===== src/hdl/pnpe_ram.sv =====
`timescale 1ns / 1ps
// ----------------------------------------------------------------------------
// pnpe_ram
// Generic single write port, single read port RAM with registered read.
// ----------------------------------------------------------------------------
module pnpe_ram #(
   parameter int WIDTH = 8,
   parameter int DEPTH = 256
) (
   input  logic                     clock,
   input  logic                     wr_en,
   input  logic [$clog2(DEPTH)-1:0] wr_addr,
   input  logic [WIDTH-1:0]         wr_data,
   input  logic [$clog2(DEPTH)-1:0] rd_addr,
   output logic [WIDTH-1:0]         rd_data
);

   logic [WIDTH-1:0] mem [0:DEPTH-1];

   always_ff @(posedge clock) begin
      if (wr_en) begin
         mem[wr_addr] <= wr_data;
      end
      rd_data <= mem[rd_addr];
   end

endmodule


===== config.mk =====
export PLATFORM = sky130hd
export DESIGN_NAME = pnpe_ram
export DESIGN_NICKNAME = d
export VERILOG_FILES = /design/src/hdl/pnpe_ram.sv
export SDC_FILE = /design/constraint.sdc
export NUM_CORES = 2
export LEC_CHECK = 0
export BUFFER_PORTS_ARGS = -buffer_cell sky130_fd_sc_hd__buf_2
export CORE_MARGIN = 1.5
export CORE_UTILIZATION = 45
export DETAILED_ROUTE_END_ITERATION = 6
export GPL_ROUTABILITY_DRIVEN = 1
export PLACE_DENSITY = 0.65
export SLEW_MARGIN = 10
export SYNTH_ARGS = -nofsm -noshare
export SYNTH_HDL_FRONTEND = slang
export SYNTH_SLANG_ARGS = --single-unit

===== constraint.sdc =====
create_clock -name clock -period 2.3 [get_ports clock]
set_input_delay 0.115 -clock clock [delete_from_list [all_inputs] [get_ports clock]]
set_output_delay 0.115 -clock clock [all_outputs]
set_load 0.005 [all_outputs]

# Yosys cells after proc, flatten, opt, wreduce, memory -nomap -nowiden
# Memories as Yosys holds them, arrays and structs flattened. A register that Yosys moved wholly into a read port is not among the register bits.
# Cells that the tools add are included.
[word_totals] ff_bits=0 mem_bits_rw=2048 output_inout_bits=8 word_cells=3 n_memories=1
[classes] n_mux=2
[memory_table] memory="mem" depth=256 width=8 read_ports=1 rd_ports_with_merged_regs=1 wr=1 line_no="18" text="logic [WIDTH-1:0] mem [0:DEPTH-1];"
[op_table] op="$mux W1" n=2

# Depth between registers and ports, before layout
[depth] depth_word=2 depth_mapped=11 depth_no_buf=6

# Least setup slack after synthesis
# Ideal clock, no wire load.
[synth_path] kind="input -> register" startpoint="in rd_addr[0]" endpoint="reg rd_data[2] (read register of mem)" setup_time_ns=0.131 arrival_time_ns=1.922 required_ns=2.169 slack_ns=0.247 path_stages=9 n_path_buf=4 cell_sequence="buf_6 > buf_12 > buf_8 > buf_2 > mux4_2 > a22oi_1 > a21oi_1 > nor4_1 > nor4_2"
[synth_lines] item="from (decl)" line_no="14" text="input logic [$clog2(DEPTH)-1:0] rd_addr,"
[synth_lines] item="to (decl)" line_no="15" text="output logic [WIDTH-1:0] rd_data"

==> flow_summary.json <==
{
  "status": "finished with violations",
  "violations_in_the_final_reports": "setup timing",
  "area_of_the_mapped_netlist_mm2": 0.0796,
  "worst_hold_margin_ns": 0.103,
  "synthesis.yosys.warnings": 0,
  "cts_max_path_buffers": 3,
  "power_density_mw_per_mm2": 823,
  "routed-via-count": 41200,
  "period_needed_ns": 2.38,
  "setup_violations": 2,
  "synth_cells": 3733,
  "global_route_wire_length_before_repair_mm": 294,
  "power.leakage_nw": 30.5,
  "drt_pre_antenna_iters": 5,
  "die_x_um": 423,
  "clk_latency_ns": 0.86,
  "drt-vias-per-instance": 5.92,
  "dp_hpwl_mm": 133,
  "place.port_buffers": 33,
  "number_of_buffers_added_by_the_clock_tree_synthesis_step": 201,
  "synth_area_per_cell_um2": 21.3,
  "cts_tree": "built",
  "max-cap-violations": 0,
  "synthFlopType": "edfxtp_1",
  "pin_count_of_the_biggest_net_entering_global_routing": 93,
  "clock-sinks": 2056,
  "ys_ff_latch": 2056,
  "postRouteWirelength_mm": 204,
  "fp.dieH_um": 423,
  "detail-route-antenna-nets": 0,
  "drt_iter0_markers": 5371,
  "grt_antenna_before_repair": 7,
  "root_buffer_master": "clkbuf_16",
  "boundaryPins": 34,
  "most_common_library_cell_in_the_layout_ignoring_fill_and_taps": "edfxtp_1",
  "critPathLaunchType": "flip-flop",
  "timing.clock.skew_ns": 0.0476,
  "dieArea_mm2": 0.179,
  "clk_pin_slew_worst_paths_ns": 0.06,
  "cts.htree.levels": 4,
  "synth_edf_count": 2048,
  "first_global_vias": 41300,
  "routed_wirelength_normalized_by_instance_count_um": 29.2,
  "preCtsSetupSlack_ns": -1.20,
  "achievable-frequency_ghz": 0.421,
  "worst-path-max-fanout": 1,
  "placementRows": 154,
  "core_area_mm2": 0.176,
  "slew_viol_final": 0,
  "final_min_period_over_clock_period_pct": 103,
  "gr-total-overflow": 0,
  "post-route-drc-count": 0,
  "setup_repair_after_global_routing_missed_its_margin": "yes",
  "drive_gt1_share_pct": 32.8,
  "sequential_to_total_area_share_from_yosys_stat_pct": 77.5,
  "synth_fp_nets": 3759,
  "endpoint_kind": "flip-flop",
  "synthArstFlopShare_pct": 0,
  "design.final.nets": 4476,
  "worstPathRequired_ns": 3.03,
  "grt_use_total_pct": 22.8,
  "finalWeightedCongestion": 0.899,
  "power.ir.vdd_worst_mv": 0.741,
  "start_util_pct": 45.2,
  "final_critical_path_setup_slack_ns": -0.0769,
  "worstPathArrival_ns": 3.10,
  "hold_violations": 0,
  "hold_path_class": "primary input to flip-flop",
  "timing_worst_setup_path_type": "flip-flop to flip-flop",
  "max_slew_margin_pct": 45.5,
  "most-common-layout-cells": "edfxtp_1 (2,048), buf_4 (625), mux4_2 (455)",
  "flow.area_growth_from_synthesis_pct": 18.5,
  "worst_slew_pin_tran_ns": 0.818,
  "synthDistinctLibCells": 55
}
layout make-up:
| cell class | count | area (um^2) |
|---|---|---|
| Inverter | 2 | 7.51 |
| Multi-Input combinational cell | 1442 | 16800 |
| Timing Repair Buffer | 747 | 6600 |
| Sequential cell | 2056 | 61700 |
| Tap cell | 2340 | 2930 |
| Clock buffer | 249 | 5230 |
| Antenna cell | 5 | 12.5 |
| Fill cell | 13400 | 81600 |
| Clock inverter | 126 | 1120 |
registers in the layout, summed over array words and instances, names as in the netlist:
register  flops
mem        2048
rd_data       8
Yosys cell counts, types with 21 or more instances:
master    instances  share of area, %
edfxtp_1       2048                77
mux4_2          454                13
nor2_1          282               1.3
mux2i_1         134               1.7
a22oi_1         133               1.3
clkbuf_1        111              0.52
a21oi_1          96              0.60
o221ai_1         46              0.51
nand3_1          34              0.21
nand2_1          33              0.16
buf_2            31              0.20
nor2b_1          31              0.24
o22ai_1          28              0.22
buf_4            27              0.25
nor4_1           24              0.19
buf_1            22              0.10
nor3_1           22              0.14
buf_6            21              0.30
repair_timing:
action / 4_1_cts / 5_1_grt
endpoints found under the hold margin: 969 / 0
pin swaps: 6 / 11
setup endpoints to repair: 8 / 8
buffers inserted: 0 / 0
resized for setup: 23 / 20
hold buffers: 17 / 0
final timing paths:
path,startpoint,endpoint,slack (ns),cells past startpoint
setup / recovery,mem[138][4],rd_data[4],-0.08,6
hold / removal,wr_addr[5],mem[246][4],0.10,4
setup reg to reg,mem[138][4],rd_data[4],-0.08,6
hold reg to reg,mem[33][5],rd_data[5],1.07,7
critical path, stage by stage (launching register included):
cell and delay (ns):
edfxtp_1 0.37, mux4_2 0.52, mux4_2 0.57, nor2_4 0.16
a2111oi_4 0.08, nor3_4 0.45, nor4_2 0.10
stage by stage:
step                      power (mW)  instances  setup TNS [ns]  util [%]  instance area (um^2)
after global routing            79.6       6964          -0.295      53.6                 94300
after floorplan                 44.1       3733               0         -                 79600
final                           77.6       6967          -0.114      53.6                 94300
after detailed placement        46.5       6572           -6.76      49.8                 87500
after CTS                       78.0       6963          -0.116      53.5                 94200
after global placement          46.5       6572           -6.64      49.8                 87500
power by group:
part	internal, mW	leakage (nW)	switching, mW
Clock	17.6	3.09	14.2
Sequential	41.3	18.5	0.0765
Combinational	1.78	8.94	2.63
Total	60.7	30.5	16.9
layer usage:
metal | GRT usage [%] | wire, um | part of all wire, %
met1 | 32.6 | 82200 | 40
met2 | 36.1 | 98000 | 48
met3 | 4.11 | 17900 | 8.8
met4 | 6.70 | 5640 | 2.8
met5 | 0 | 20 | 0.0098
cells by family (layout without fill, tap and decap cells):
kind of cell,Yosys count,after routing,share of synthesized area [%]
and+or+nand+nor,466,466,2.63
buffers and inverters,235,1124,1.83
muxes,591,591,14.6
other,0,5,0
AOI/OAI and AO/OA,385,385,3.42
DFF,2056,2056,77.5
(Power assumes the default switching activity.)
